File: src/rtl/tld_pkg.sv
// Package for the tty line discipline: sizes, result kinds, register indexes,
// character codes and the command record passed from front to back.
// No dependencies.
`timescale 1ns / 1ps

package tld_pkg;

  localparam int LINE_BYTES  = 1024;
  localparam int READ_BURST  = 64;
  localparam int ADDR_W      = $clog2(LINE_BYTES);
  localparam int PTR_W       = ADDR_W + 1;
  localparam int CNT_W       = 7;
  localparam int KIND_W      = 3;
  localparam int BYTE_W      = 8;
  localparam int ERASE_W     = 10;
  localparam int ERASE_MAX   = (1 << ERASE_W) - 1;
  localparam int QUEUE_DEPTH = 2;
  localparam int QPTR_W      = (QUEUE_DEPTH > 1) ? $clog2(QUEUE_DEPTH) : 1;
  localparam int QCNT_W      = $clog2(QUEUE_DEPTH + 1);
  localparam int CFG_IDX_W   = 3;
  localparam int CFG_DATA_W  = 8;

  localparam logic [KIND_W-1:0] KIND_ECHO_BYTE  = 3'd0;
  localparam logic [KIND_W-1:0] KIND_ECHO_ERASE = 3'd1;
  localparam logic [KIND_W-1:0] KIND_ECHO_CRLF  = 3'd2;
  localparam logic [KIND_W-1:0] KIND_DATA       = 3'd3;
  localparam logic [KIND_W-1:0] KIND_EOF        = 3'd4;
  localparam logic [KIND_W-1:0] KIND_NONE       = 3'd5;
  localparam logic [KIND_W-1:0] KIND_REFUSED    = 3'd6;

  localparam logic [CFG_IDX_W-1:0] CFG_CANONICAL = 3'd0;
  localparam logic [CFG_IDX_W-1:0] CFG_ECHO      = 3'd1;
  localparam logic [CFG_IDX_W-1:0] CFG_MAP_CR    = 3'd2;
  localparam logic [CFG_IDX_W-1:0] CFG_EOF_CHAR  = 3'd3;
  localparam logic [CFG_IDX_W-1:0] CFG_ERASE     = 3'd4;
  localparam logic [CFG_IDX_W-1:0] CFG_KILL      = 3'd5;

  localparam logic [BYTE_W-1:0] CH_CR = 8'h0D;
  localparam logic [BYTE_W-1:0] CH_LF = 8'h0A;
  localparam logic [BYTE_W-1:0] CH_BS = 8'h08;

  // one queued command: a single result, or a data burst (addr, len)
  typedef struct packed {
    logic [KIND_W-1:0]  kind;
    logic [BYTE_W-1:0]  byte_value;
    logic [ERASE_W-1:0] erase_count;
    logic [ADDR_W-1:0]  addr;
    logic [CNT_W-1:0]   len;
  } cmd_t;

  typedef struct packed {
    logic burst_done;
  } back_status_t;

endpackage

File: src/rtl/tld_cmd_queue.sv
// Short command queue between front and back ends.
// Depends on tld_pkg.
`timescale 1ns / 1ps

module tld_cmd_queue (
  input  logic          clk,
  input  logic          rst_n,
  input  logic          push,
  input  tld_pkg::cmd_t push_cmd,
  input  logic          pop,
  output logic          full,
  output logic          nonempty,
  output tld_pkg::cmd_t head
);

  tld_pkg::cmd_t                entry_r [tld_pkg::QUEUE_DEPTH];
  logic [tld_pkg::QPTR_W-1:0]   wr_r, wr_nxt, rd_r, rd_nxt;
  logic [tld_pkg::QCNT_W-1:0]   cnt_r, cnt_nxt;

  assign full     = cnt_r == tld_pkg::QCNT_W'(tld_pkg::QUEUE_DEPTH);
  assign nonempty = cnt_r != '0;
  assign head     = entry_r[rd_r];

  always_comb begin
    wr_nxt  = wr_r;
    rd_nxt  = rd_r;
    cnt_nxt = cnt_r;
    if (push) begin
      wr_nxt = (int'(wr_r) == tld_pkg::QUEUE_DEPTH - 1) ? '0 : wr_r + 1'b1;
    end
    if (pop) begin
      rd_nxt = (int'(rd_r) == tld_pkg::QUEUE_DEPTH - 1) ? '0 : rd_r + 1'b1;
    end
    if (push && !pop) begin
      cnt_nxt = cnt_r + 1'b1;
    end else if (pop && !push) begin
      cnt_nxt = cnt_r - 1'b1;
    end
  end

  always_ff @(posedge clk) begin
    if (!rst_n) begin
      wr_r  <= '0;
      rd_r  <= '0;
      cnt_r <= '0;
    end else begin
      wr_r  <= wr_nxt;
      rd_r  <= rd_nxt;
      cnt_r <= cnt_nxt;
    end
  end

  always_ff @(posedge clk) begin
    if (push) begin
      entry_r[wr_r] <= push_cmd;
    end
  end

endmodule

File: config.mk
export PLATFORM = sky130hd
export DESIGN_NAME = tld_cmd_queue
export DESIGN_NICKNAME = d
export VERILOG_FILES = /design/src/rtl/tld_pkg.sv /design/src/rtl/tld_cmd_queue.sv
export SDC_FILE = /design/constraint.sdc
export NUM_CORES = 1
export LEC_CHECK = 0
export ABC_AREA = 1
export BUFFER_PORTS_ARGS = -buffer_cell sky130_fd_sc_hd__buf_2
export CORE_AREA = 4 4 82 92
export CTS_BUF_LIST = sky130_fd_sc_hd__clkbuf_16
export CTS_CLUSTER_DIAMETER = 30
export DETAILED_ROUTE_END_ITERATION = 7
export DIE_AREA = 0 0 86 96
export PLACE_DENSITY = 0.75
export SYNTH_ARGS = -nofsm -noshare
export SYNTH_HDL_FRONTEND = slang
export SYNTH_SLANG_ARGS = --single-unit
File: constraint.sdc
create_clock -name clk -period 2.25 [get_ports clk]
set_input_delay 0.3375 -clock clk [delete_from_list [all_inputs] [get_ports clk]]
set_output_delay 0.3375 -clock clk [all_outputs]
set_load 0.02 [all_outputs]
Word level (Yosys, flattened, before mapping)
Memories as Yosys holds them, arrays and structs flattened. A register that Yosys moved wholly into a read port is not among the register bits.
Cells that the tools add are included.

word-level totals
  flip-flop bits (word level) = 4
  bits in latches = 0
  bits in writable memories = 76
  memory bits (read-only) = 0
  input bits = 42
  output and inout port bits = 40
  word-level logic and storage cells = 23
  memories kept = 1

memory list
  memory   depth  bits a word  rd ports  clocked after Yosys merged registers in  write ports  line                 RTL
  entry_r  2      38           1         1                                        1            tld_cmd_queue.sv:16  tld_pkg::cmd_t entry_r [tld_pkg::QUEUE_DEPTH];

operators by class
  add/sub/neg operators = 4
  $mul = 0
  div/mod/pow operators = 0
  magnitude comparators = 0
  eq/ne operators = 1
  shifts and indexed selects = 0
  multiplexer cells = 8
  bitwise logic cells = 0
  reductions and logical operators = 6

operators with widths
  operator               count
  $mux W1                6
  $mux W2                2
  $reduce_bool A2 Y1     2
  $add A1 B1 Y1 const B  2
  $add A2 B1 Y2 const B  1
  $eq A2 B2 Y1 const B   1
  $logic_and A1 B1 Y1    2
  $logic_not A1 Y1       2
  $sub A2 B1 Y2 const B  1

Longest topological paths before layout
  depth in word-level cells = 4
  gate-level depth with buffers = 8
  depth with buffers taken out = 8

Worst setup path before layout
Ideal clock, no wire load.

  kind = input -> register
  start point = input port push
  end point = memory entry_r[0][0] (netlist bit) (enable)
  setup time = 0.434 ns
  arrival time = 1.977 ns
  required time = 1.816 ns
  slack = -0.161 ns
  cell stages on the path = 2
  buffers on the path = 0
  path through = inv_1 nor2_1

between the ends
  word-level cells in the longest chain between the ends = 2

RTL lines
  element                        line                 RTL
  start, declared                tld_cmd_queue.sv:8   input logic push,
  $mux W1                        tld_cmd_queue.sv:54  if (push) begin
  $mux W1 (implied by the code)  tld_cmd_queue.sv:55  entry_r[wr_r] <= push_cmd;
  end, declared                  tld_cmd_queue.sv:16

Every way passes these cells.

==> impl_metrics.env <==
export IMPL_area_delta_synth_final_pct=27.4
export IMPL_synth_fa_ha_area_frac=0.00410
export IMPL_num_io_pins=82
export IMPL_finalPower_mw=3.62
export IMPL_max_clock_freq_ghz=0.544
export IMPL_wl_um=4930
export IMPL_synth_common_cells="edfxtp_1, mux2_4, mux2_2"
export IMPL_synth_seq_area_share=0.781
export IMPL_start_kind="register"
export IMPL_vdd_drop_max_v=0.000479
export IMPL_postCtsHoldBufs=0
export IMPL_use_met1=0.143
export IMPL_post_cts_setup_buffers=0
export IMPL_final_area_mm2=0.00389
export IMPL_grt_pass1_wl_um=7670
export IMPL_rsz0062_at_grt="no"
export IMPL_synth_most_common_cell="edfxtp_1"
export IMPL_r2r_start="wr_r$_SDFFE_PN0P_"
export IMPL_r2r_slack_ns=0.85
export IMPL_grt_usage=0.127
export IMPL_slew_viol_final=0
export IMPL_routabilityCongestion=0.667
export IMPL_cp_data_arrival_time_ns=1.50
export IMPL_holdWs_ns=0.203
export IMPL_finalNetCount=289
export IMPL_syn_inst=153
export IMPL_fin_util=0.593
export IMPL_reg2reg_depth=2
export IMPL_p_per_area_mw_per_mm2=932
export IMPL_cts_root_buffer="clkbuf_16"
export IMPL_die_h_um=96
export IMPL_hold_path_class="in2reg"
export IMPL_final_setup_tns_ns=0
export IMPL_grt_overflow=0
export IMPL_core_mm2=0.00656
export IMPL_period_needed_ns=1.84
export IMPL_syn_nets=196
export IMPL_crit_fanout=21
export IMPL_clk_latency_ns=0.32
export IMPL_cts_sinks=81
export IMPL_cts_tree="built"
export IMPL_dieArea_mm2=0.00826
export IMPL_gr_usage_met2=0.217
export IMPL_cts_resized=0
export IMPL_avgViaCountPerCell=4.71
export IMPL_dp_hpwl_um=3490
export IMPL_synth_xor_area_share=0
export IMPL_crit_reg2reg_capture="entry_r[0][31]$_DFFE_PP_"
export IMPL_synth_area_leaders="edfxtp_1, mux2_4, mux2_2"
export IMPL_num_vias=1563
export IMPL_grt_max_degree=22
export IMPL_drive_above_1_share=0.564
export IMPL_maxCapViolCount=0
export IMPL_ys_ff_latch=81
export IMPL_cp_endpoint="head[18]"
export IMPL_whs_path_depth=1
export IMPL_place_area_mm2=0.00358
export IMPL_finalHoldViolations=0
export IMPL_wl_per_cell_um=14.9
export IMPL_start_util=0.466
export IMPL_synth_top_area_cell="edfxtp_1"
export IMPL_yosys_area_share_simple=0.0246
export IMPL_io_buffers=81
export IMPL_fp_row_count=31
export IMPL_ys_flop_type="edfxtp_1"
export IMPL_yosysTopAreaCellShare=0.748
export IMPL_path_clk_slew_ns=0.06
export IMPL_end_kind="output port"
export IMPL_clk_path_buf_depth=2
export IMPL_synthMuxAreaShare=0.165
export IMPL_finalClockSkew_ns=0.00308
export IMPL_cp_required_ns=1.91
export IMPL_finalCritPeriodShare=0.818
export IMPL_dr_pass1_iters=4
export IMPL_critical_path_class="reg2out"
export IMPL_antenna_left=0
export IMPL_status="completed"
export IMPL_avgSynthCellArea_um2=19.9
export IMPL_tightest_slew_ns=0.605
export IMPL_fillers=506
export IMPL_grt_busiest_layer="met2"
export IMPL_antenna_found_initial=0
export IMPL_cts_inserted_buffers=9
export IMPL_setup_violations=0
export IMPL_grt_pass1_vias=1611
export IMPL_die_w_um=86
export IMPL_yosys_warnings=0
export IMPL_synthArstFlopShare=0
export IMPL_synth_edf_count=76
export IMPL_drt_iter0_markers=73
export IMPL_synth_compound_area_frac=0.00328
export IMPL_antennaDiodeCount=0
export IMPL_p_leak_nw=1.58
export IMPL_grtUsageMet3=0.0300
export IMPL_drc=0
export IMPL_netlist_cell_type_count=14
export IMPL_relSlewSlack=0.596
export IMPL_ctsHtreeMaxLevel=3
export IMPL_synth_top_family_by_area="multiplexers"
export IMPL_synthesis_area_mm2=0.00305
==> worst min-delay path by stage <==
| stage | start | to | slack (ns) |
|---|---|---|---|
| 5_1_grt | push_cmd[19] | entry_r[0][19]$_DFFE_PP_ | 0.19 |
| 3_5_place_dp | rd_r$_SDFFE_PN0P_ | register | 0.49 |
| 4_1_cts | push_cmd[19] | entry_r[1][19]$_DFFE_PP_ | 0.19 |
| 2_1_floorplan | push_cmd[0] | entry_r[0][0]$_DFFE_PP_ | 0.44 |
| 3_3_place_gp | rd_r$_SDFFE_PN0P_ | rd_r$_SDFFE_PN0P_ | 0.48 |
| 6_report | push_cmd[19] | entry_r[1][19]$_DFFE_PP_ | 0.20 |
==> metrics by stage <==
step	std cells	setup WS [ns]
3_5_place_dp	317	0.677
4_1_cts	332	0.381
2_1_floorplan	153	0.490
3_3_place_gp	317	0.700
5_1_grt	332	0.344
6_report	332	0.410
==> registers in the layout, indices dropped and copies added (netlist names), named ones only <==
name / cells
rd_r: 1
wr_r: 1
cnt_r: 2
entry_r: 76
==> kinds of logic (layout without fill, tap and decap cells) <==
logic type	count (synthesis)	in the layout
flops	81	81
fa+ha+maj	1	1
simple gates	19	19
compound gates	2	2
mux	38	38
buf+inv	12	109
==> routing by layer <==
layer	vias up	share of wire
met5	-	0
met4	0	0.018
met3	8	0.060
met2	44	0.53
met1	747	0.39
li1	764	-
==> critical path, stage by stage (launching register included) <==
cell	delay [ns]
dfxtp_2	0.32
buf_4	0.32
mux2_2	0.38
buf_2	0.16
==> power breakdown <==
part	internal (mW)	total (mW)	switching, mW
registers	1.74	1.76	0.0213
clock network	0.959	1.47	0.512
logic	0.169	0.390	0.220
==> cells in the final DEF (no fill, tap or decap) <==
cell,count
nor2_4,1
clkinv_4,1
buf_12,1
bufinv_16,2
mux2_2,18
nand4_1,1
clkbuf_16,9
buf_4,4
nor2_1,7
inv_1,8
o21ai_0,1
dfxtp_2,1
clkinv_2,3
nand2_1,9
dfxtp_1,4
buf_2,81
mux2_4,20
edfxtp_1,76
a21oi_1,1
ha_1,1
nand3_1,1
==> layout make-up <==
cell class              instances  area (um2)  area share
multi-input cells              60         608       0.156
inverters                       8        30.0     0.00772
clock buffers                   9         225      0.0579
flip-flops and latches         81        2380       0.613
clock inverters                 6        83.8      0.0216
repair buffers                 86         455       0.117
well taps                      82         103      0.0264
Note: power is estimated with default switching activity, not from simulation.
