File: src/rtl/tld_pkg.sv
// Package for the tty line discipline: sizes, result kinds, register indexes,
// character codes and the command record passed from front to back.
// No dependencies.
`timescale 1ns / 1ps

package tld_pkg;

  localparam int LINE_BYTES  = 1024;
  localparam int READ_BURST  = 64;
  localparam int ADDR_W      = $clog2(LINE_BYTES);
  localparam int PTR_W       = ADDR_W + 1;
  localparam int CNT_W       = 7;
  localparam int KIND_W      = 3;
  localparam int BYTE_W      = 8;
  localparam int ERASE_W     = 10;
  localparam int ERASE_MAX   = (1 << ERASE_W) - 1;
  localparam int QUEUE_DEPTH = 2;
  localparam int QPTR_W      = (QUEUE_DEPTH > 1) ? $clog2(QUEUE_DEPTH) : 1;
  localparam int QCNT_W      = $clog2(QUEUE_DEPTH + 1);
  localparam int CFG_IDX_W   = 3;
  localparam int CFG_DATA_W  = 8;

  localparam logic [KIND_W-1:0] KIND_ECHO_BYTE  = 3'd0;
  localparam logic [KIND_W-1:0] KIND_ECHO_ERASE = 3'd1;
  localparam logic [KIND_W-1:0] KIND_ECHO_CRLF  = 3'd2;
  localparam logic [KIND_W-1:0] KIND_DATA       = 3'd3;
  localparam logic [KIND_W-1:0] KIND_EOF        = 3'd4;
  localparam logic [KIND_W-1:0] KIND_NONE       = 3'd5;
  localparam logic [KIND_W-1:0] KIND_REFUSED    = 3'd6;

  localparam logic [CFG_IDX_W-1:0] CFG_CANONICAL = 3'd0;
  localparam logic [CFG_IDX_W-1:0] CFG_ECHO      = 3'd1;
  localparam logic [CFG_IDX_W-1:0] CFG_MAP_CR    = 3'd2;
  localparam logic [CFG_IDX_W-1:0] CFG_EOF_CHAR  = 3'd3;
  localparam logic [CFG_IDX_W-1:0] CFG_ERASE     = 3'd4;
  localparam logic [CFG_IDX_W-1:0] CFG_KILL      = 3'd5;

  localparam logic [BYTE_W-1:0] CH_CR = 8'h0D;
  localparam logic [BYTE_W-1:0] CH_LF = 8'h0A;
  localparam logic [BYTE_W-1:0] CH_BS = 8'h08;

  // one queued command: a single result, or a data burst (addr, len)
  typedef struct packed {
    logic [KIND_W-1:0]  kind;
    logic [BYTE_W-1:0]  byte_value;
    logic [ERASE_W-1:0] erase_count;
    logic [ADDR_W-1:0]  addr;
    logic [CNT_W-1:0]   len;
  } cmd_t;

  typedef struct packed {
    logic burst_done;
  } back_status_t;

endpackage

File: src/rtl/tld_in_if.sv
// Input channel of the tty line discipline: valid/ready plus item payload.
// Depends on tld_pkg.
`timescale 1ns / 1ps

interface tld_in_if;
  logic                      valid;
  logic                      ready;
  logic                      mode;
  logic [tld_pkg::BYTE_W-1:0] char_in;
  logic [tld_pkg::CNT_W-1:0]  read_count;

  modport source (output valid, output mode, output char_in, output read_count, input ready);
  modport sink   (input valid, input mode, input char_in, input read_count, output ready);
endinterface

File: src/rtl/tld_front.sv
// Front end: configuration registers, item classification, line state,
// line store writes and command generation. Depends on tld_pkg, tld_in_if.
`timescale 1ns / 1ps

module tld_front (
  input  logic                          clk,
  input  logic                          rst_n,
  tld_in_if.sink                        in_ch,
  input  logic                          cfg_we,
  input  logic [tld_pkg::CFG_IDX_W-1:0] cfg_index,
  input  logic [tld_pkg::CFG_DATA_W-1:0] cfg_data,
  input  logic                          q_full,
  input  tld_pkg::back_status_t         bk_status,
  output logic                          push,
  output tld_pkg::cmd_t                 push_cmd,
  output logic                          st_we,
  output logic [tld_pkg::ADDR_W-1:0]    st_waddr,
  output logic [tld_pkg::BYTE_W-1:0]    st_wdata
);

  localparam logic [tld_pkg::PTR_W-1:0] CAP = tld_pkg::PTR_W'(tld_pkg::LINE_BYTES - 1);
  localparam logic [tld_pkg::PTR_W-1:0] FULL = tld_pkg::PTR_W'(tld_pkg::LINE_BYTES);
  localparam logic [tld_pkg::CNT_W-1:0] BURST = tld_pkg::CNT_W'(tld_pkg::READ_BURST);

  logic                         canon_r, echo_r, map_cr_r;
  logic [tld_pkg::BYTE_W-1:0]   eof_char_r, erase_char_r, kill_char_r;
  logic [tld_pkg::PTR_W-1:0]    fill_r, fill_nxt, rd_r, rd_nxt;
  logic                         ready_r, ready_nxt, eofp_r, eofp_nxt, busy_r, busy_nxt;

  logic                         accept;
  logic [tld_pkg::BYTE_W-1:0]   c;
  logic [tld_pkg::PTR_W-1:0]    fill_inc, avail;
  logic [tld_pkg::CNT_W-1:0]    want, n;
  logic [tld_pkg::ERASE_W-1:0]  kill_cnt;

  assign in_ch.ready = !q_full && !busy_r;
  assign accept      = in_ch.valid && in_ch.ready;
  assign c           = (map_cr_r && in_ch.char_in == tld_pkg::CH_CR) ? tld_pkg::CH_LF
                                                                       : in_ch.char_in;
  assign fill_inc    = fill_r + 1'b1;
  assign avail       = (fill_r > rd_r) ? fill_r - rd_r : '0;
  assign want        = (in_ch.read_count > BURST) ? BURST : in_ch.read_count;
  assign n           = (int'(avail) < int'(want)) ? tld_pkg::CNT_W'(avail) : want;
  assign kill_cnt    = (int'(fill_r) > tld_pkg::ERASE_MAX) ? tld_pkg::ERASE_W'(tld_pkg::ERASE_MAX)
                                                            : tld_pkg::ERASE_W'(fill_r);

  always_comb begin
    fill_nxt = fill_r;
    rd_nxt   = rd_r;
    ready_nxt = ready_r;
    eofp_nxt = eofp_r;
    busy_nxt = busy_r && !bk_status.burst_done;
    push     = 1'b0;
    push_cmd = '0;
    st_we    = 1'b0;
    st_waddr = tld_pkg::ADDR_W'(fill_r);
    st_wdata = c;
    if (accept) begin
      if (!in_ch.mode) begin
        if (!canon_r) begin
          if (fill_r >= CAP) begin
            push = 1'b1;
            push_cmd.kind = tld_pkg::KIND_REFUSED;
          end else begin
            st_we    = 1'b1;
            fill_nxt = fill_inc;
            push     = echo_r;
            push_cmd.kind = tld_pkg::KIND_ECHO_BYTE;
            push_cmd.byte_value = c;
          end
        end else if (ready_r) begin
          push = 1'b1;
          push_cmd.kind = tld_pkg::KIND_REFUSED;
        end else if (c == eof_char_r) begin
          if (fill_r == '0) begin
            eofp_nxt = 1'b1;
          end else begin
            ready_nxt = 1'b1;
          end
        end else if (c == erase_char_r || c == tld_pkg::CH_BS) begin
          if (fill_r != '0) begin
            fill_nxt = fill_r - 1'b1;
            push     = echo_r;
            push_cmd.kind = tld_pkg::KIND_ECHO_ERASE;
            push_cmd.erase_count = tld_pkg::ERASE_W'(1);
          end
        end else if (c == kill_char_r) begin
          fill_nxt = '0;
          push     = echo_r && (fill_r != '0);
          push_cmd.kind = tld_pkg::KIND_ECHO_ERASE;
          push_cmd.erase_count = kill_cnt;
        end else begin
          st_we    = fill_r < FULL;
          fill_nxt = fill_inc;
          push     = echo_r;
          if (c == tld_pkg::CH_LF) begin
            ready_nxt = 1'b1;
            push_cmd.kind = tld_pkg::KIND_ECHO_CRLF;
          end else begin
            ready_nxt = fill_inc >= CAP;
            push_cmd.kind = tld_pkg::KIND_ECHO_BYTE;
            push_cmd.byte_value = c;
          end
        end
      end else begin
        push = 1'b1;
        if (in_ch.read_count == '0) begin
          push_cmd.kind = tld_pkg::KIND_NONE;
        end else if (eofp_r) begin
          eofp_nxt = 1'b0;
          push_cmd.kind = tld_pkg::KIND_EOF;
        end else if (avail == '0 || (canon_r && !ready_r)) begin
          push_cmd.kind = tld_pkg::KIND_NONE;
        end else begin
          push_cmd.kind = tld_pkg::KIND_DATA;
          push_cmd.addr = tld_pkg::ADDR_W'(rd_r);
          push_cmd.len  = n;
          busy_nxt      = 1'b1;
          if (tld_pkg::PTR_W'(n) == avail) begin
            rd_nxt    = '0;
            fill_nxt  = '0;
            ready_nxt = 1'b0;
          end else begin
            rd_nxt = rd_r + tld_pkg::PTR_W'(n);
          end
        end
      end
    end
  end

  always_ff @(posedge clk) begin
    if (!rst_n) begin
      canon_r      <= 1'b1;
      echo_r       <= 1'b1;
      map_cr_r     <= 1'b1;
      eof_char_r   <= 8'd4;
      erase_char_r <= 8'd127;
      kill_char_r  <= 8'd21;
      fill_r       <= '0;
      rd_r         <= '0;
      ready_r      <= 1'b0;
      eofp_r       <= 1'b0;
      busy_r       <= 1'b0;
    end else begin
      fill_r  <= fill_nxt;
      rd_r    <= rd_nxt;
      ready_r <= ready_nxt;
      eofp_r  <= eofp_nxt;
      busy_r  <= busy_nxt;
      if (cfg_we) begin
        unique case (cfg_index)
          tld_pkg::CFG_CANONICAL: canon_r      <= cfg_data[0];
          tld_pkg::CFG_ECHO:      echo_r       <= cfg_data[0];
          tld_pkg::CFG_MAP_CR:    map_cr_r     <= cfg_data[0];
          tld_pkg::CFG_EOF_CHAR:  eof_char_r   <= cfg_data;
          tld_pkg::CFG_ERASE:     erase_char_r <= cfg_data;
          tld_pkg::CFG_KILL:      kill_char_r  <= cfg_data;
          default: ;
        endcase
      end
    end
  end

endmodule

File: src/flat_wrapper.sv
// flat-port wrapper written by rule: the top's interface ports become plain ports
module tld_front_flat 
  (clk, rst_n, cfg_we, cfg_index, cfg_data, q_full, bk_status, push, push_cmd, st_we, st_waddr, st_wdata, in_ch_valid, in_ch_mode, in_ch_char_in, in_ch_read_count, in_ch_ready);
  tld_in_if in_ch_i ();
  input  logic clk;
  input  logic rst_n;
  input  logic cfg_we;
  input  logic [tld_pkg::CFG_IDX_W-1:0] cfg_index;
  input  logic [tld_pkg::CFG_DATA_W-1:0] cfg_data;
  input  logic q_full;
  input  tld_pkg::back_status_t bk_status;
  output logic push;
  output tld_pkg::cmd_t push_cmd;
  output logic st_we;
  output logic [tld_pkg::ADDR_W-1:0] st_waddr;
  output logic [tld_pkg::BYTE_W-1:0] st_wdata;
  input wire logic [$bits(in_ch_i.valid)-1:0] in_ch_valid;
  input wire logic [$bits(in_ch_i.mode)-1:0] in_ch_mode;
  input wire logic [$bits(in_ch_i.char_in)-1:0] in_ch_char_in;
  input wire logic [$bits(in_ch_i.read_count)-1:0] in_ch_read_count;
  output wire logic [$bits(in_ch_i.ready)-1:0] in_ch_ready;
  assign in_ch_i.valid = in_ch_valid;
  assign in_ch_i.mode = in_ch_mode;
  assign in_ch_i.char_in = in_ch_char_in;
  assign in_ch_i.read_count = in_ch_read_count;
  assign in_ch_ready = in_ch_i.ready;
  tld_front u_core (.clk(clk), .rst_n(rst_n), .in_ch(in_ch_i), .cfg_we(cfg_we), .cfg_index(cfg_index), .cfg_data(cfg_data), .q_full(q_full), .bk_status(bk_status), .push(push), .push_cmd(push_cmd), .st_we(st_we), .st_waddr(st_waddr), .st_wdata(st_wdata));
endmodule
File: config.mk
export PLATFORM = sky130hd
export DESIGN_NAME = tld_front_flat
export DESIGN_NICKNAME = d
export VERILOG_FILES = /design/src/rtl/tld_pkg.sv /design/src/rtl/tld_in_if.sv /design/src/rtl/tld_front.sv /design/src/flat_wrapper.sv
export SDC_FILE = /design/constraint.sdc
export NUM_CORES = 1
export LEC_CHECK = 0
export ABC_AREA = 0
export BUFFER_PORTS_ARGS = -buffer_cell sky130_fd_sc_hd__buf_2
export CAP_MARGIN = 40
export CORE_MARGIN = 2
export CORE_UTILIZATION = 48
export DETAILED_ROUTE_END_ITERATION = 8
export GPL_ROUTABILITY_DRIVEN = 0
export PLACE_DENSITY = 0.7
export RECOVER_POWER = 100
export REMOVE_ABC_BUFFERS = 1
export SKIP_LAST_GASP = 1
export SYNTH_ARGS = -nofsm -noshare
export SYNTH_HDL_FRONTEND = slang
export SYNTH_SLANG_ARGS = --single-unit
export TNS_END_PERCENT = 1
File: constraint.sdc
create_clock -name clk -period 15.97 [get_ports clk]
set_input_delay 1.597 -clock clk [delete_from_list [all_inputs] [get_ports clk]]
set_output_delay 1.597 -clock clk [all_outputs]
set_load 0.01 [all_outputs]
; After elaboration in Yosys (flattened, before gate mapping)
; Index checks and enable logic that the tools add are counted.
[op_classes]
mux = 85
eq_ne = 21
n_bitwise = 3
n_reduce_logical = 30
n_addsub = 4
n_lt_le_gt_ge = 7
[ops]
columns = cell, n
row1 = $mux W11, 15
row2 = $mux W17, 4
row3 = $mux W1, 42
row4 = $mux W10, 4
row5 = $mux W8, 5
row6 = $mux W38, 1
row7 = $mux W18, 2
row8 = $eq A8 B4 Y1 const B, 3
row9 = $eq A8 B8 Y1, 3
row10 = $mux W3, 8
row11 = $ge A11 B10 Y1 const B, 2
row12 = $logic_not A11 Y1, 2
row13 = $mux W21, 1
row14 = $mux W7, 2
row15 = $reduce_and A2 Y1, 6
row16 = $reduce_and A6 Y1, 2
row17 = $add A11 B1 Y11 const B, 1
row18 = $add A11 B7 Y11, 1
row19 = $eq A7 B11 Y1, 1
row20 = $gt A11 B10 Y1 const B, 1
row21 = $gt A11 B11 Y1, 1
row22 = $lt A11 B11 Y1 const B, 1
row23 = $lt A11 B7 Y1, 1
row24 = $reduce_bool A11 Y1, 1
row25 = other kinds (21), 40
[totals]
out_inout_bits = 59
reg_bits = 52

; Longest topological paths before layout
[logic_depth]
depth_word = 12
depth_mapped = 29
mapped_depth_nobuf = 27

; Least setup slack after synthesis
; OpenSTA, ideal clock, no wires.
[synth_path]
path_type = input to output
from = input in_ch_char_in[6]
to = output push_cmd[35] (netlist name)
path_slack_ns = 10.400
t_required_ns = 14.373
arrival_ns = 3.973
path_buffers = 3
path_stages = 12
cell_sequence = buf_2 or4b_1 buf_4 o31a_1 xor2_1 o211ai_1 or2_1 buf_2 and2_1 nor2_1 nand3_1 a21oi_1
[synth_lines]
columns = element, line_no
row1 = from (decl), flat_wrapper.sv:19  ; input wire logic [$bits(in_ch_i.char_in)-1:0] in_ch_char_in;
row2 = to (decl), flat_wrapper.sv:13  ; output tld_pkg::cmd_t push_cmd;

==> flow_summary.toml <==
[clock_network]
cts_tree = "done"
cts_made_buffers = 5
root_buffer = "clkbuf_8"
hold_buffers = 0
clock_path_buffers = 2
ctsResizeCount = 0
clk_pin_slew_worst_paths_ns = 0.11
htreeDepth = 2
post-cts-setup-buffers = 0
clkLatencyLatePin_ns = 0.32
numClockSinks = 52

[sta]
fin_crit_ns = 7.59
tns_ns = 0
finalClockSkew_ns = 0.0101
max_freq_mhz = 132
tightest_slew_ns = 1.72
drv_slew = 46
slew_headroom = -0.178
rsz0062_at_grt = "false"
hold_viol_final = 0
period_share = 0.475
setup_violations = 0

[job]
drv_cap = 2

[drt]
vias = 5296
route.detailed.drc = 0
postRouteWirelength_um = 14700
drtIter0Drc = 451
postRouteAntennaNets = 0
post_drt_wl_per_cell_um = 16.6
firstDrtPassIters = 6
viasPerCell = 5.98

[final_layout]
area_growth_pct = 7.01
drive_gt1_frac = 0.108
fin_util = 0.528
num-nets-final = 811
antenna_cells = 0

[pwr]
power_switching_uw = 82.3
ir_worst_vdd_mv = 0.0366
clkPwrFrac = 0.311
power_uw = 264
power_frac_comb = 0.182
sequentialPowerShare = 0.507
power.leakage_uw = 0.00218
swShare = 0.312
internal-power_uw = 182
power_density_nw_per_um2 = 48.7

[yosys]
synth_common_cells = "nand2_1, nor2_1, dfxtp_1, inv_1, nand3_1"
yosysWarningCount = 0
synth_area_leaders = "dfxtp_1, nand2_1, ha_1, nor2_1, xnor2_1"
syn_inst = 702
ys_seq_area_frac = 0.205
synth-edff-count = 0
synth_top_area_frac = 0.205
synthesis.area_um2 = 5070
yosysMostFrequentCell = "nand2_1"
syn_avg_cell_area_um2 = 7.22
yosys_most_used_dff = "dfxtp_1"
async_flop_share = 0
synth-seq-cells = 52
yosysTopAreaCell = "dfxtp_1"
synth_cell_types = 84

[setup_path]
required_ns = 14.37
crit_arrival_ns = 5.99
crit_fanout = 14
r2r_cells = 25
cp_slowest_cell = "a2111oi_0"
path_cells = "ha_1 > a21oi_1 > a211oi_1 > a2111oi_0 > nor2_1 > nand2_1 > inv_1 > ha_1 > a21o_1 > a21oi_1 > o31ai_1 > a221oi_1 > and2_0 > mux2_1 > nor2_1 > clkbuf_1"
worstSetupEndpointType = "output pin"
max_stage_delay_ns = 1.42
cp-start-kind = "register"
r2r_slack_ns = 8.71
crit_type = "register to output pin"

[global_routing]
grt_usage = 0.256
grt_max_degree = 39
antenna_found_initial = 0
grt_pass1_vias = 4905
overflow = 0
grt_first_pass_wirelength_um = 23600

[floorplanning]
initial_core_util = 0.493
core_um2 = 10300
die-width_um = 107
rows = 37
die_h_um = 107
ioPinCount = 92
die_area_um2 = 11400

[hold_path]
hp-class = "register to register"
min_delay_path_depth = 2

[outcome]
status = "finished, violations left"
violations = "max-capacitance violations, max-slew violations"

[place]
dpl.hpwl_um = 11400
port_buffers = 91
-- registers in the layout, summed over array words and instances, names as in the netlist --
register / cells
u_core.busy_r: 1
u_core.canon_r: 1
u_core.echo_r: 1
u_core.eof_char_r: 8
u_core.eofp_r: 1
u_core.erase_char_r: 8
u_core.fill_r: 11
u_core.kill_char_r: 8
u_core.map_cr_r: 1
u_core.rd_r: 11
u_core.ready_r: 1
-- metal layers --
layer,track usage,vias to the layer above,share of wire
li1,-,2542,-
met1,0.325,2464,0.42
met2,0.436,253,0.47
met3,0.0432,37,0.080
met4,0.0881,0,0.025
met5,0,-,0
-- metrics by stage --
stage	hold slack, ns	worst slack [ns]	cells	cell area [um^2]
after floorplan	0.449	9.97	648	4800
after global placement	0.464	9.83	877	5450
after detailed placement	0.471	9.76	878	5450
after CTS	0.486	9.38	886	5550
after global routing	0.505	8.01	886	5420
final	0.487	8.38	886	5420
-- layout make-up --
type                       count  area [um^2]
clock inverter                 3         26.3
clock buffer                   5         68.8
fill                        1062         4860
timing repair buffer          94          410
multi-input combinational    554         3550
inverter                      42          158
tap                          136          170
sequential                    52         1040
-- cell usage in the layout, fill, tap and decap left out, types with 7 or more instances in the layout --
master | synthesis | final
a211oi_1 | 7 | 7
a21boi_0 | 19 | 20
a21o_1 | 8 | 8
a21oi_1 | 32 | 32
and2_0 | 0 | 7
and3_1 | 11 | 11
buf_2 | 11 | 46
clkbuf_1 | 29 | 48
dfxtp_1 | 52 | 52
ha_1 | 27 | 27
inv_1 | 42 | 42
nand2_1 | 93 | 93
nand2b_1 | 10 | 10
nand3_1 | 34 | 35
nor2_1 | 78 | 78
nor2b_1 | 8 | 8
nor3_1 | 20 | 21
nor4_1 | 7 | 8
o21ai_0 | 17 | 19
o22ai_2 | 7 | 7
o31ai_1 | 5 | 7
xnor2_1 | 24 | 24
xor2_1 | 17 | 17
-- logic make-up (layout without fill, tap and decap cells) --
logic type                 Yosys count  after routing  share of synthesized area
xor gates and xnor gates            41             41                     0.0709
buffers and inverters               96            144                     0.0835
muxes                               10             10                     0.0210
adders and majority gates           29             29                     0.0746
DFF                                 52             52                      0.205
AOI/OAI and AO/OA                  162            162                      0.236
and+or+nand+nor                    312            312                      0.308
-- power by group through the flow --
| stage | logic (uW) | registers (uW) | clock network [uW] |
|---|---|---|---|
| 3_5_place_dp | 48.8 | 137 | 0 |
| 4_1_cts | 49.0 | 134 | 84.3 |
| 2_1_floorplan | 29.1 | 136 | 0 |
| 6_report | 48.0 | 134 | 82.2 |
| 5_1_grt | 52.8 | 134 | 90.0 |
| 3_3_place_gp | 48.0 | 137 | 0 |
-- worst max-delay path, delay by kind of cell, from the launching register on --
family | cells | cell delay, ns
flip-flops | 1 | 0.60
adder cells (fa/ha/maj) | 2 | 0.66
AND/OR/NAND/NOR | 4 | 1.02
buffers and inverters | 2 | 0.23
AO/OA/AOI/OAI | 7 | 2.72
multiplexers | 1 | 0.44
-- path summary, 6_finish.rpt --
path                                            start                     to
worst max-delay path                 u_core.fill_r[2]            push_cmd[1]
worst min-delay path            u_core.kill_char_r[5]  u_core.kill_char_r[5]
worst max register to register       u_core.fill_r[2]         u_core.rd_r[9]
worst min register to register  u_core.kill_char_r[5]  u_core.kill_char_r[5]
No activity file was read; power rests on OpenSTA's default activity.
