[src/rtl/tld_pkg.sv]
// Package for the tty line discipline: sizes, result kinds, register indexes,
// character codes and the command record passed from front to back.
// No dependencies.
`timescale 1ns / 1ps

package tld_pkg;

  localparam int LINE_BYTES  = 1024;
  localparam int READ_BURST  = 64;
  localparam int ADDR_W      = $clog2(LINE_BYTES);
  localparam int PTR_W       = ADDR_W + 1;
  localparam int CNT_W       = 7;
  localparam int KIND_W      = 3;
  localparam int BYTE_W      = 8;
  localparam int ERASE_W     = 10;
  localparam int ERASE_MAX   = (1 << ERASE_W) - 1;
  localparam int QUEUE_DEPTH = 2;
  localparam int QPTR_W      = (QUEUE_DEPTH > 1) ? $clog2(QUEUE_DEPTH) : 1;
  localparam int QCNT_W      = $clog2(QUEUE_DEPTH + 1);
  localparam int CFG_IDX_W   = 3;
  localparam int CFG_DATA_W  = 8;

  localparam logic [KIND_W-1:0] KIND_ECHO_BYTE  = 3'd0;
  localparam logic [KIND_W-1:0] KIND_ECHO_ERASE = 3'd1;
  localparam logic [KIND_W-1:0] KIND_ECHO_CRLF  = 3'd2;
  localparam logic [KIND_W-1:0] KIND_DATA       = 3'd3;
  localparam logic [KIND_W-1:0] KIND_EOF        = 3'd4;
  localparam logic [KIND_W-1:0] KIND_NONE       = 3'd5;
  localparam logic [KIND_W-1:0] KIND_REFUSED    = 3'd6;

  localparam logic [CFG_IDX_W-1:0] CFG_CANONICAL = 3'd0;
  localparam logic [CFG_IDX_W-1:0] CFG_ECHO      = 3'd1;
  localparam logic [CFG_IDX_W-1:0] CFG_MAP_CR    = 3'd2;
  localparam logic [CFG_IDX_W-1:0] CFG_EOF_CHAR  = 3'd3;
  localparam logic [CFG_IDX_W-1:0] CFG_ERASE     = 3'd4;
  localparam logic [CFG_IDX_W-1:0] CFG_KILL      = 3'd5;

  localparam logic [BYTE_W-1:0] CH_CR = 8'h0D;
  localparam logic [BYTE_W-1:0] CH_LF = 8'h0A;
  localparam logic [BYTE_W-1:0] CH_BS = 8'h08;

  // one queued command: a single result, or a data burst (addr, len)
  typedef struct packed {
    logic [KIND_W-1:0]  kind;
    logic [BYTE_W-1:0]  byte_value;
    logic [ERASE_W-1:0] erase_count;
    logic [ADDR_W-1:0]  addr;
    logic [CNT_W-1:0]   len;
  } cmd_t;

  typedef struct packed {
    logic burst_done;
  } back_status_t;

endpackage

[src/rtl/tld_out_if.sv]
// Result channel of the tty line discipline: valid/ready plus result payload.
// Depends on tld_pkg.
`timescale 1ns / 1ps

interface tld_out_if;
  logic                        valid;
  logic                        ready;
  logic [tld_pkg::KIND_W-1:0]  kind;
  logic [tld_pkg::BYTE_W-1:0]  byte_value;
  logic [tld_pkg::ERASE_W-1:0] erase_count;
  logic                        last;

  modport source (output valid, output kind, output byte_value, output erase_count,
                  output last, input ready);
  modport sink   (input valid, input kind, input byte_value, input erase_count,
                  input last, output ready);
endinterface

[src/rtl/tld_back.sv]
// Back end: executes queued commands, streams data bursts out of the line
// store and drives the result register. Depends on tld_pkg, tld_out_if.
`timescale 1ns / 1ps

module tld_back (
  input  logic                        clk,
  input  logic                        rst_n,
  input  logic                        q_nonempty,
  input  tld_pkg::cmd_t               q_head,
  output logic                        q_pop,
  output logic                        st_re,
  output logic [tld_pkg::ADDR_W-1:0]  st_raddr,
  input  logic [tld_pkg::BYTE_W-1:0]  st_rdata,
  output tld_pkg::back_status_t       bk_status,
  tld_out_if.source                   out_ch
);

  logic [tld_pkg::CNT_W-1:0]   rem_r, rem_nxt;
  logic [tld_pkg::ADDR_W-1:0]  raddr_r, raddr_nxt;
  logic                        rv_r, rv_nxt, rlast_r, rlast_nxt;
  logic                        ov_r, ov_nxt, olast_r, olast_nxt;
  logic [tld_pkg::KIND_W-1:0]  okind_r, okind_nxt;
  logic [tld_pkg::BYTE_W-1:0]  obyte_r, obyte_nxt;
  logic [tld_pkg::ERASE_W-1:0] ocnt_r, ocnt_nxt;

  logic out_free, move, issue, start;

  assign out_free = !ov_r || out_ch.ready;
  assign move     = rv_r && out_free;
  assign issue    = (rem_r != '0) && (!rv_r || move);
  assign start    = (rem_r == '0) && !rv_r && q_nonempty;

  assign st_re    = issue;
  assign st_raddr = raddr_r;
  assign bk_status.burst_done = move && rlast_r;

  always_comb begin
    rem_nxt   = rem_r;
    raddr_nxt = raddr_r;
    rv_nxt    = rv_r;
    rlast_nxt = rlast_r;
    ov_nxt    = ov_r;
    olast_nxt = olast_r;
    okind_nxt = okind_r;
    obyte_nxt = obyte_r;
    ocnt_nxt  = ocnt_r;
    q_pop     = 1'b0;

    if (issue) begin
      rem_nxt   = rem_r - 1'b1;
      raddr_nxt = raddr_r + 1'b1;
      rv_nxt    = 1'b1;
      rlast_nxt = rem_r == tld_pkg::CNT_W'(1);
    end else if (move) begin
      rv_nxt = 1'b0;
    end

    if (start && q_head.kind == tld_pkg::KIND_DATA) begin
      q_pop     = 1'b1;
      rem_nxt   = q_head.len;
      raddr_nxt = q_head.addr;
    end

    if (move) begin
      ov_nxt    = 1'b1;
      okind_nxt = tld_pkg::KIND_DATA;
      obyte_nxt = st_rdata;
      ocnt_nxt  = '0;
      olast_nxt = rlast_r;
    end else if (start && q_head.kind != tld_pkg::KIND_DATA && out_free) begin
      q_pop     = 1'b1;
      ov_nxt    = 1'b1;
      okind_nxt = q_head.kind;
      obyte_nxt = q_head.byte_value;
      ocnt_nxt  = q_head.erase_count;
      olast_nxt = 1'b1;
    end else if (out_ch.ready) begin
      ov_nxt = 1'b0;
    end
  end

  always_ff @(posedge clk) begin
    if (!rst_n) begin
      rem_r <= '0;
      rv_r  <= 1'b0;
      ov_r  <= 1'b0;
    end else begin
      rem_r <= rem_nxt;
      rv_r  <= rv_nxt;
      ov_r  <= ov_nxt;
    end
  end

  always_ff @(posedge clk) begin
    raddr_r <= raddr_nxt;
    rlast_r <= rlast_nxt;
    olast_r <= olast_nxt;
    okind_r <= okind_nxt;
    obyte_r <= obyte_nxt;
    ocnt_r  <= ocnt_nxt;
  end

  assign out_ch.valid       = ov_r;
  assign out_ch.kind        = okind_r;
  assign out_ch.byte_value  = obyte_r;
  assign out_ch.erase_count = ocnt_r;
  assign out_ch.last        = olast_r;

endmodule

[src/flat_wrapper.sv]
// flat-port wrapper written by rule: the top's interface ports become plain ports
module tld_back_flat 
  (clk, rst_n, q_nonempty, q_head, q_pop, st_re, st_raddr, st_rdata, bk_status, out_ch_valid, out_ch_kind, out_ch_byte_value, out_ch_erase_count, out_ch_last, out_ch_ready);
  tld_out_if out_ch_i ();
  input  logic clk;
  input  logic rst_n;
  input  logic q_nonempty;
  input  tld_pkg::cmd_t q_head;
  output logic q_pop;
  output logic st_re;
  output logic [tld_pkg::ADDR_W-1:0] st_raddr;
  input  logic [tld_pkg::BYTE_W-1:0] st_rdata;
  output tld_pkg::back_status_t bk_status;
  output wire logic [$bits(out_ch_i.valid)-1:0] out_ch_valid;
  output wire logic [$bits(out_ch_i.kind)-1:0] out_ch_kind;
  output wire logic [$bits(out_ch_i.byte_value)-1:0] out_ch_byte_value;
  output wire logic [$bits(out_ch_i.erase_count)-1:0] out_ch_erase_count;
  output wire logic [$bits(out_ch_i.last)-1:0] out_ch_last;
  input wire logic [$bits(out_ch_i.ready)-1:0] out_ch_ready;
  assign out_ch_valid = out_ch_i.valid;
  assign out_ch_kind = out_ch_i.kind;
  assign out_ch_byte_value = out_ch_i.byte_value;
  assign out_ch_erase_count = out_ch_i.erase_count;
  assign out_ch_last = out_ch_i.last;
  assign out_ch_i.ready = out_ch_ready;
  tld_back u_core (.clk(clk), .rst_n(rst_n), .q_nonempty(q_nonempty), .q_head(q_head), .q_pop(q_pop), .st_re(st_re), .st_raddr(st_raddr), .st_rdata(st_rdata), .bk_status(bk_status), .out_ch(out_ch_i));
endmodule
[config.mk]
export PLATFORM = sky130hd
export DESIGN_NAME = tld_back_flat
export DESIGN_NICKNAME = d
export VERILOG_FILES = /design/src/rtl/tld_pkg.sv /design/src/rtl/tld_out_if.sv /design/src/rtl/tld_back.sv /design/src/flat_wrapper.sv
export SDC_FILE = /design/constraint.sdc
export NUM_CORES = 1
export LEC_CHECK = 0
export BUFFER_PORTS_ARGS = -buffer_cell sky130_fd_sc_hd__buf_4
export CELL_PAD_IN_SITES_DETAIL_PLACEMENT = 1
export CELL_PAD_IN_SITES_GLOBAL_PLACEMENT = 1
export CORE_UTILIZATION = 34
export CTS_BUF_LIST = sky130_fd_sc_hd__clkbuf_16
export CTS_CLUSTER_SIZE = 12
export DETAILED_ROUTE_END_ITERATION = 6
export GPL_TIMING_DRIVEN = 1
export PLACE_DENSITY_LB_ADDON = 0.1
export SLEW_MARGIN = 20
export SYNTH_ARGS = -nofsm -noshare
export SYNTH_HDL_FRONTEND = slang
export SYNTH_SLANG_ARGS = --single-unit
[constraint.sdc]
create_clock -name clk -period 3.4 [get_ports clk]
set_clock_uncertainty 0.05 [all_clocks]
set_input_delay 0.17 -clock clk [delete_from_list [all_inputs] [get_ports clk]]
set_output_delay 0.17 -clock clk [all_outputs]
set_load 0.02 [all_outputs]
### Word level (Yosys, flattened, before mapping)

Index checks and enable logic that the tools add are counted.

* shift operators: 0
* $mul: 0
* mux-type cells: 16
* equality and inequality tests: 3
* div/mod/pow operators: 0
* add/sub/neg operators: 2
* bitwise operators: 0
* $lt $le $gt $ge: 0
* reduce and logical (&&, ||, !) cells: 18

Operators with widths (count)
* $mux W10: 2
* $mux W8: 2
* $mux W7: 2
* $add A10 B1 Y10 const B: 1
* $mux W1: 10
* $logic_and A1 B1 Y1: 8
* $eq A7 B1 Y1 const B: 1
* $logic_not A7 Y1: 1
* $reduce_bool A7 Y1: 1
* $sub A7 B1 Y7 const B: 1
* $reduce_bool A2 Y1: 3
* $eq A3 B2 Y1 const B: 1
* $ne A3 B2 Y1 const B: 1
* $reduce_bool A3 Y1: 1
* $logic_not A1 Y1: 2
* $logic_or A1 B1 Y1: 2

* memory bits (read-only): 0
* memories kept: 0
* logic and storage cells: 48
* flip-flop bits (word level): 42
* bits in latches: 0
* memory bits (writable): 0

### Depth between registers and ports, before layout

Gate-level depths: netlist of the first run.

* depth in word-level cells: 7
* depth in mapped cells: 9
* gate-level depth less buffers: 6

### Worst setup path before layout of the first run

OpenSTA, ideal clock, no wires.

* path kind: flip-flop to flip-flop
* from: reg u_core.rem_r[0] (netlist bit)
* to: reg u_core.raddr_r (netlist bit u_core.st_raddr[0]), enable pin
* setup time: 0.343 ns
* stages on the path, launching flop included: 8
* data arrival time: 1.953 ns
* slack: 1.053 ns
* cell sequence: dfxtp_1 > inv_1 > ha_1 > or3b_1 > buf_2 > or4_1 > buf_2 > nand2_1

* longest elaborated chain between the ends: 5

RTL lines
* start: declaration: RTL line tld_back.sv:18 `logic [tld_pkg::CNT_W-1:0] rem_r, rem_nxt;`
* start signal: assignment: RTL line tld_back.sv:88 `rem_r <= rem_nxt;`
* $logic_not A7 Y1: RTL line tld_back.sv:31 `assign start = (rem_r == '0) && !rv_r && q_nonempty;`
* $logic_and A1 B1 Y1 (2 in series): RTL line tld_back.sv:31
* $logic_and A1 B1 Y1: RTL line tld_back.sv:58 `if (start && q_head.kind == tld_pkg::KIND_DATA) begin`
* $reduce_bool A2 Y1 (no line) (*)
* end signal: assignment: RTL line tld_back.sv:95 `raddr_r <= raddr_nxt;`
* end: declaration: RTL line tld_back.sv:19 `logic [tld_pkg::ADDR_W-1:0] raddr_r, raddr_nxt;`

Every way passes the cells marked *; elsewhere a longest branch is shown, timed or not.
A chain may end at the register's enable or synchronous reset.

### Final worst setup path of the first run

* from: reg u_core.rem_r[0] (netlist bit)
* to: out q_pop

* longest elaborated chain between the ends: 7

RTL lines
* $logic_not A7 Y1 (*): RTL line tld_back.sv:31
* $logic_and A1 B1 Y1 (*) (2 in series): RTL line tld_back.sv:31
* $logic_and A1 B1 Y1, on equally long branches: RTL line tld_back.sv:58, tld_back.sv:70
* $mux W1 or $logic_and A1 B1 Y1 (tied branches): RTL line tld_back.sv:58, tld_back.sv:70
* $mux W1: RTL line tld_back.sv:70 `end else if (start && q_head.kind != tld_pkg::KIND_DATA && out_free) begin`
* $mux W1 (*): RTL line tld_back.sv:64 `if (move) begin`
* end: declaration: RTL line flat_wrapper.sv:9 `output logic q_pop;`

Marks and branches as above.

==> results.yml, run 1 <==
yosys:
  syn_inst: 219
  synth_top_area_frac: 0.302
  synth_async_sr_flop_share: 0
  synth_xor_area_frac: 0.0484
  synth.area.top_cells: "edfxtp_1 30%, dfxtp_1 22%, nand2_1 8.1%"
  synth_adder_area_share: 0.0189
  synth_mux_area_frac: 0
  synth_compound_area_frac: 0.143
  yosys_register_bits: 42
  synth_top_family_by_area: "simple AND/OR/NAND/NOR gates"
  yosysUniqueCellTypes: 36
  yosysMostFrequentCell: "nand2_1"
  avgSynthCellArea_um2: 9.09
  ys_warn_count: 0
  ys_seq_area_frac: 0.523
  netlist_area_mm2: 0.00199
  synth_ff_type: "dfxtp_1"
  synth_largest_area_cell: "edfxtp_1"
  synthSimpleGateAreaFrac: 0.226
  synth_edf_count: 20
  syn-num-nets: 272
  synthTopCellsByCount: "43 x nand2_1, 24 x o21ai_0, 22 x dfxtp_1, 21 x nand3_1, 20 x edfxtp_1"
route:
  dr.first_iter.drc_count: 86
  num_vias: 1858
  ant_nets: 0
  firstDrtPassIters: 4
  postRouteWirelength_um: 5270
  drc: 0
  viasPerCell: 4.97
  wl_per_cell_um: 14.1
hold_path:
  min_path_type: "in -> reg"
  hp-start: "q_head[22]"
placement:
  dp_hpwl_um: 3920
  place.gp.congestion: 0.740
  placed_area_mm2: 0.00269
  numPortBuffers: 85
clock_network:
  ctsLongestPathBuffers: 2
  path_clk_slew_ns: 0.06
  hold_buffers: 0
  htree_levels: 2
  cts_buffers: 5
  cts.sink_count: 42
  cts_tree: "built"
  cts-root-buf: "clkbuf_16"
  postCtsSetupBuffers: 0
  clk-insertion-delay-late_ns: 0.28
  ctsResizeCount: 0
setup_path:
  critPathCaptureType: "output port"
  r2r_end: "u_core.st_raddr[0]$_DFFE_PP_"
  cp.depth: 7
  path_common_cell: "buf_4"
  path_cells: "inv_1 -> ha_1 -> or3b_1 -> or4_1 -> buf_4 -> nand2_1 -> buf_4"
  cp_top_family: "simple AND/OR/NAND/NOR gates"
  ff2ff_path_depth: 5
  cp_num_buf_inv: 3
  cpMaxStageDelayCell: "or4_1"
  reg2reg_from: "u_core.rem_r[0]$_SDFFE_PN0P_"
  critical_path_peak_fanout: 14
  path_class: "reg -> out"
  regToRegSetupSlack_ns: 0.95
  arrival_ns: 2.40
  crit_path_max_incr_delay_ns: 0.58
  crit_path_start: "u_core.rem_r[0]$_SDFFE_PN0P_"
  crit_end: "q_pop"
  cp_data_required_time_ns: 3.18
  cp-start-kind: "flip-flop"
power_and_ir_drop:
  peakVddDrop_mv: 0.353
  p_int_uw: 1790
  powerDensity_mw_per_mm2: 1020
  switchingPower_uw: 1130
  total_power_uw: 2930
  swShare: 0.388
  clockPowerShare: 0.204
  seq_power_share: 0.346
  leakagePower_uw: 0.00123
  p_comb_frac: 0.450
timing:
  rsz0062_at_grt: "false"
  hold_viol: 0
  setup_viol: 0
  max_freq_mhz: 381
  tns_ns: 0
  min_period_ns: 2.62
  worst_pin_slew_ns: 0.761
  slew-limit-headroom: 0.493
  slew_viol_final: 0
  finalCritPeriodShare: 0.771
floorplan:
  die_y_um: 78.5
  ios: 86
  die_w_um: 78.5
  dieArea_mm2: 0.00616
  start_util: 0.357
  rows: 27
  core_region_area_mm2: 0.00557
layout:
  fillerInstances: 677
  final_cell_area_mm2: 0.00287
  area_growth_pct: 44.4
  utilization: 0.516
  drive_gt1_frac: 0.325
  nets: 354
  antennaDiodeCount: 0
global_routing:
  grt_pass1_wl_um: 8580
  grt_max_degree: 21
  antenna_found_initial: 0
  grt_usage: 0.175
  grt_pass1_vias: 1806
  grt-ovfl-total: 0
flow_run:
  maxCapViolCount: 0
outcome:
  status: "completed"
## power by group through the flow
stage          Combinational [uW]  Sequential, uW  Clock (uW)
6_report                     1320            1010         598
5_1_grt                      1450            1050         633
4_1_cts                      1340            1010         615
3_5_place_dp                 1330            1020           0
3_3_place_gp                 1310            1010           0
2_1_floorplan                 607            1210           0
## placed cells by master (no fill, tap or decap), types with 2 or more instances in the layout
cell / instances
a21oi_1: 18
a31oi_1: 3
and2_1: 2
and3_1: 3
buf_4: 88
bufinv_16: 2
clkbuf_16: 5
dfxtp_1: 22
edfxtp_1: 20
ha_1: 3
inv_1: 5
nand2_1: 43
nand2b_1: 4
nand3_1: 21
nand3b_1: 2
nand4_1: 2
nor2_1: 3
nor3_1: 3
o21ai_0: 24
or3_1: 2
or4_1: 2
xnor2_1: 2
xor2_1: 9
## kinds of logic after synthesis
| group | after synthesis |
|---|---|
| buffers and inverters | 18 |
| and+or+nand+nor | 93 |
| AOI/OAI and AO/OA | 52 |
| xor gates and xnor gates | 11 |
| adders and majority gates | 3 |
| DFF | 42 |
## routing by layer
| layer | wire [um] | GRT usage | part of all wire | up-vias |
|---|---|---|---|---|
| met5 | 0 | 0 | 0 | - |
| met4 | 30 | 0.0278 | 0.0057 | 0 |
| met3 | 271 | 0.0453 | 0.051 | 4 |
| met2 | 2620 | 0.306 | 0.50 | 49 |
| met1 | 2340 | 0.219 | 0.44 | 862 |
| li1 | - | - | - | 943 |
## sequential cells by signal (all words and copies together), names as in the netlist
name,count
u_core.out_ch.byte_value,8
u_core.out_ch.erase_count,10
u_core.out_ch.kind,3
u_core.out_ch.last,1
u_core.out_ch.valid,1
u_core.rem_r,7
u_core.rlast_r,1
u_core.rv_r,1
u_core.st_raddr,10
## how the worst min path moves through the flow
| stage | end | slack, ns | depth (start not counted) |
|---|---|---|---|
| 2_1_floorplan | u_core.rem_r[5]$_SDFFE_PN0P_ | 0.23 | 2 |
| 3_3_place_gp | u_core.out_ch.kind[0]$_SDFFE_PN1P_ | 0.37 | 3 |
| 3_5_place_dp | u_core.out_ch.byte_value[5]$_DFFE_PP_ | 0.39 | 3 |
| 4_1_cts | u_core.out_ch.erase_count[3]$_SDFFE_PN0P_ | 0.09 | 3 |
| 5_1_grt | u_core.out_ch.erase_count[3]$_SDFFE_PN0P_ | 0.1 | 3 |
| 6_report | u_core.out_ch.erase_count[5]$_SDFFE_PN0P_ | 0.1 | 3 |
## final cells by class
type	instances	area (um^2)	share of cell area
clock buffers	5	125	0.0435
multi-input cells	159	875	0.304
well taps	72	90.1	0.0313
flip-flops and latches	42	1040	0.362
repair buffers	88	661	0.230
clock inverters	3	63.8	0.0222
inverters	5	18.8	0.00653
## stage by stage
step                hold slack [ns]  instances  setup slack, ns
detailed placement            0.385        366            0.917
global route                 0.0957        374            0.591
floorplan                     0.231        219             1.05
global placement              0.369        366             1.02
CTS                          0.0927        374            0.757
finish                       0.0993        374            0.779
## worst register-to-register path: stages (launching register included)
cell and delay [ns]:
dfxtp_1 0.35, inv_1 0.09, ha_1 0.17, or3b_1 0.48, or4_1 0.58, nand2_1 0.37
No activity file was read; power rests on OpenSTA's default activity.
==> run 2: changes to the inputs <==
- CORE_UTILIZATION: 34 -> 31
- clock period: 3.4 -> 2.4 ns (I/O delays scaled with it)
==> run 2 against run 1 <==
Flip-flop and latch count stayed put. Count of clock-buffer cells in the layout is 1 higher. Non-clock buffer count is 8 higher. Register-to-register slack worse by 0.83 ns. Total power is 43% higher. Wire length is 5.6% higher. Clock power is 18% higher. Critical path depth stayed put. Critical path type unchanged. Largest cell class unchanged.
==> results.yml, run 2 (synthesized netlist as in run 1, its figures left out) <==
global_routing:
  grt-ovfl-total: 0
  grt_usage: 0.175
  antenna_found_initial: 0
  grt_pass1_wl_um: 8800
  grt_pass1_vias: 1830
  grt_max_degree: 21
floorplan:
  die_y_um: 82.1
  start_util: 0.328
  rows: 28
  core_region_area_mm2: 0.00606
  die_w_um: 82.1
  dieArea_mm2: 0.00675
  ios: 86
setup_path:
  cp-start-kind: "flip-flop"
  cp_data_required_time_ns: 2.23
  critPathCaptureType: "output port"
  critical_path_peak_fanout: 5
  reg2reg_from: "u_core.rem_r[1]$_SDFFE_PN0P_"
  crit_path_start: "u_core.rem_r[1]$_SDFFE_PN0P_"
  path_class: "reg -> out"
  arrival_ns: 2.17
power_and_ir_drop:
  powerDensity_mw_per_mm2: 1420
  leakagePower_uw: 0.00127
  seq_power_share: 0.340
  peakVddDrop_mv: 0.528
  clockPowerShare: 0.168
  p_comb_frac: 0.492
  swShare: 0.394
  switchingPower_uw: 1650
  p_int_uw: 2530
clock_network:
  cts_buffers: 5
  htree_levels: 2
  path_clk_slew_ns: 0.06
  ctsLongestPathBuffers: 2
  cts_tree: "built"
  clk-insertion-delay-late_ns: 0.28
  cts-root-buf: "clkbuf_16"
  hold_buffers: 0
  cts.sink_count: 42
placement:
  place.gp.congestion: 0.765
  dp_hpwl_um: 4100
  numPortBuffers: 85
  pre_cts_ws_ns: 0.108
timing:
  worst_pin_slew_ns: 0.796
  finalCritPeriodShare: 0.973
  setup_slack_ns: 0.0638
  whs_ns: 0.0364
  slew_viol_final: 0
  tns_ns: 0
  rsz0062_at_grt: "true"
  setup_viol: 0
  slew-limit-headroom: 0.469
  min_period_ns: 2.34
  max_freq_mhz: 428
  hold_viol: 0
hold_path:
  hp-start: "q_head[35]"
  min_path_type: "in -> reg"
flow_run:
  maxCapViolCount: 0
route:
  wl_per_cell_um: 14.5
  drc: 0
  dr.first_iter.drc_count: 35
  viasPerCell: 4.86
  firstDrtPassIters: 4
  ant_nets: 0
  postRouteWirelength_um: 5570
  num_vias: 1872
outcome:
  status: "completed"
layout:
  nets: 362
  drive_gt1_frac: 0.361
  area_growth_pct: 48.1
  antennaDiodeCount: 0
  final_cell_mix: "93 x buf_4, 42 x nand2_1, 24 x o21ai_0"
  final_common_cell: "buf_4"
  fillerInstances: 735
## run 2: cell count changes in the layout (fill, tap and decap cells not counted), sizes merged
cell	change
clkbuf	+1
inv	+2
buf	+8
bufinv	-2
clkinv	-1
## run 2: power by group through the flow
stage / registers, uW / clock network [uW] / logic (uW)
after global routing: 1470 / 751 / 2270
after CTS: 1430 / 724 / 2070
final: 1420 / 704 / 2060
after detailed placement: 1440 / 0 / 2030
after global placement: 1430 / 0 / 1990
after floorplan: 1720 / 0 / 860
## run 2: layout make-up
cell class	instances	area, um^2	area share
clock buffers	6	150	0.0509
clock inverters	2	7.51	0.00255
well taps	75	93.8	0.0318
multi-input cells	159	891	0.302
inverters	5	18.8	0.00637
flip-flops and latches	42	1040	0.354
repair buffers	96	744	0.253
## run 2: per-stage QoR
stage,instances,area [um^2],power (uW),util
floorplan,219,1990,2580,-
global placement,375,2750,3420,0.453
detailed placement,375,2750,3470,0.453
CTS,385,2940,4230,0.484
global route,385,2950,4490,0.486
finish,385,2950,4180,0.486
## run 2: per-layer routing
layer | GRT usage | wire (um)
met1 | 0.220 | 2440
met2 | 0.296 | 2750
met3 | 0.0429 | 305
met4 | 0.0526 | 67
met5 | 0 | 0
## run 2: worst paths after layout
check / to / slack [ns] / cells after the start
max: q_pop / 0.06 / 7
min: u_core.out_ch.kind[0]$_SDFFE_PN1P_ / 0.04 / 3
max reg2reg: u_core.st_raddr[0]$_DFFE_PP_ / 0.12 / 8
min reg2reg: u_core.out_ch.erase_count[1]$_SDFFE_PN0P_ / 0.43 / 2
## run 2: timing repair
| item | CTS | global route |
|---|---|---|
| setup endpoints to repair | 1 | 18 |
| setup buffers | 2 | 0 |
| resized for setup | 5 | 4 |
## run 2: critical path, cell delays in order (launching register included)
cell	delay [ns]
dfxtp_2	0.34
inv_1	0.08
ha_2	0.19
or3b_4	0.38
or4_4	0.55
buf_8	0.14
nand2_1	0.07
buf_4	0.14
==> run 3: changes to the inputs <==
- BUFFER_PORTS_ARGS: -buffer_cell sky130_fd_sc_hd__buf_4 -> default
- CORE_UTILIZATION: 31 -> 40
- DONT_BUFFER_PORTS: default -> 1
==> run 3 against run 2 <==
The flow now finishes with violations (hold timing). Final cell count fell by 14%. Core utilization rose by 7.1 points. Count of clock-buffer cells in the layout fell by 1. Worst setup slack improved by 0.0086 ns. Register-to-register slack barely moved. Critical path type unchanged. Non-clock buffer count fell by 47. Total power fell by 11%. Wire length fell by 0.29%. Die area fell by 22%.
==> results.yml, run 3 (synthesized netlist as in run 1, its figures left out) <==
global_routing:
  antenna_found_initial: 0
  grt-ovfl-total: 0
  use_met3: 0.0681
  grt_busiest_layer: "met2"
  grt_pass1_wl_um: 8830
  grt_util_met2: 0.387
  grt_pass1_vias: 1858
  grt_use_met1: 0.257
  grt_usage: 0.220
  grt_max_degree: 21
power_and_ir_drop:
  leakagePower_uw: 0.00100
  p_comb_frac: 0.351
  peakVddDrop_mv: 0.707
  seq_power_share: 0.479
  total_power_uw: 3720
  swShare: 0.426
  p_int_uw: 2140
  powerDensity_mw_per_mm2: 1400
  switchingPower_uw: 1580
  clockPowerShare: 0.169
layout:
  nets: 315
  area_growth_pct: 33.2
  utilization: 0.558
  drive_gt1_frac: 0.0837
  antennaDiodeCount: 0
  fillerInstances: 560
  final_common_cell: "nand2_1"
  final_cell_mix: "42 x nand2_1, 41 x dlygate4sd3_1, 24 x o21ai_0"
clock_network:
  postCtsSetupBuffers: 0
  cts.sink_count: 42
  cts_tree: "built"
  clk-insertion-delay-late_ns: 0.28
  cts-root-buf: "clkbuf_16"
  cts_buffers: 5
  path_clk_slew_ns: 0.06
  htree_levels: 2
  ctsLongestPathBuffers: 2
setup_path:
  cp-start-kind: "flip-flop"
  cp_num_buf_inv: 2
  arrival_ns: 2.16
  crit_path_max_incr_delay_ns: 0.56
  path_class: "reg -> out"
  cpMaxStageDelayCell: "or4_4"
  cp_top_family: "simple AND/OR/NAND/NOR gates"
  critical_path_peak_fanout: 14
  path_cells: "inv_1 -> ha_2 -> or3b_4 -> or4_4 -> buf_6 -> nand2_4"
  cp_data_required_time_ns: 2.23
  critPathCaptureType: "output port"
floorplan:
  ios: 86
  dieArea_mm2: 0.00526
  rows: 25
  start_util: 0.419
  core_region_area_mm2: 0.00475
  die_w_um: 72.5
  die_y_um: 72.5
placement:
  dp_hpwl_um: 3570
  numPortBuffers: 0
  place.gp.congestion: 0.776
  pre_cts_ws_ns: 0.0705
timing:
  setup_viol: 0
  whs_ns: -0.00404
  min_period_ns: 2.33
  hold_viol: 1
  finalCritPeriodShare: 0.970
  setup_slack_ns: 0.0724
  max_freq_mhz: 430
  slew_viol_final: 0
  worst_pin_slew_ns: 0.450
  slew-limit-headroom: 0.700
route:
  viasPerCell: 5.40
  firstDrtPassIters: 4
  drc: 0
  wl_per_cell_um: 16.8
  postRouteWirelength_um: 5550
  num_vias: 1781
  ant_nets: 0
  dr.first_iter.drc_count: 43
outcome:
  violations: "hold timing"
  status: "finished, violations left"
hold_path:
  min_path_type: "in -> reg"
flow_run:
  maxCapViolCount: 0
==> run 3: changes by cell type in the layout (fill, tap and decap cells not counted), sizes merged <==
| cell | delta |
|---|---|
| inv | +1 |
| clkbuf | -1 |
| dlygate4sd3 | +41 |
| buf | -88 |
==> run 3: worst paths after layout <==
check                                    start                               endpoint  slack [ns]  depth (start not counted)
setup / recovery  u_core.rem_r[1]$_SDFFE_PN0P_                                  q_pop        0.07                          6
hold / removal                       q_head[6]           u_core.rem_r[6]$_SDFFE_PN0P_      -0.004                          2
setup reg to reg  u_core.rem_r[1]$_SDFFE_PN0P_  u_core.out_ch.byte_value[6]$_DFFE_PP_        0.12                          6
hold reg to reg   u_core.rem_r[1]$_SDFFE_PN0P_           u_core.rem_r[1]$_SDFFE_PN0P_        0.48                          2
==> run 3: what timing repair did <==
item | CTS | global route
hold buffers | 41 | 0
gates resized for setup | 3 | 5
hold endpoints to repair | 34 | 0
endpoints found under the setup margin | 1 | 30
==> run 3: final cells by class <==
cell class	instances	area, um^2	share of cell area
clock buffer	5	125	0.0472
clock inverter	3	11.3	0.00425
inverter	5	18.8	0.00708
multi-input combinational	159	897	0.338
sequential	42	1040	0.393
tap	67	83.8	0.0316
timing repair buffer	49	474	0.179
==> run 3: through the flow <==
stage          hold slack (ns)  cells  TNS, ns  instance area [um^2]
2_1_floorplan            0.181    219        0                  1990
3_3_place_gp             0.189    281        0                  2080
3_5_place_dp             0.192    281        0                  2080
4_1_cts               0.000467    330        0                  2640
5_1_grt                 0.0173    330  -0.0535                  2650
6_report              -0.00404    330        0                  2650
==> run 3: layer usage <==
| metal | vias to the layer above | wire (um) |
|---|---|---|
| met5 | - | 0 |
| met1 | 853 | 2330 |
| met3 | 8 | 292 |
| met4 | 0 | 79 |
| met2 | 55 | 2850 |
| li1 | 865 | - |
==> run 3: power groups by stage <==
stage,logic [uW],clock network (uW),registers [uW]
after floorplan,860,0,1720
final,1310,631,1780
after detailed placement,1150,0,1800
after global routing,1480,674,1820
after global placement,1080,0,1780
after CTS,1290,638,1780
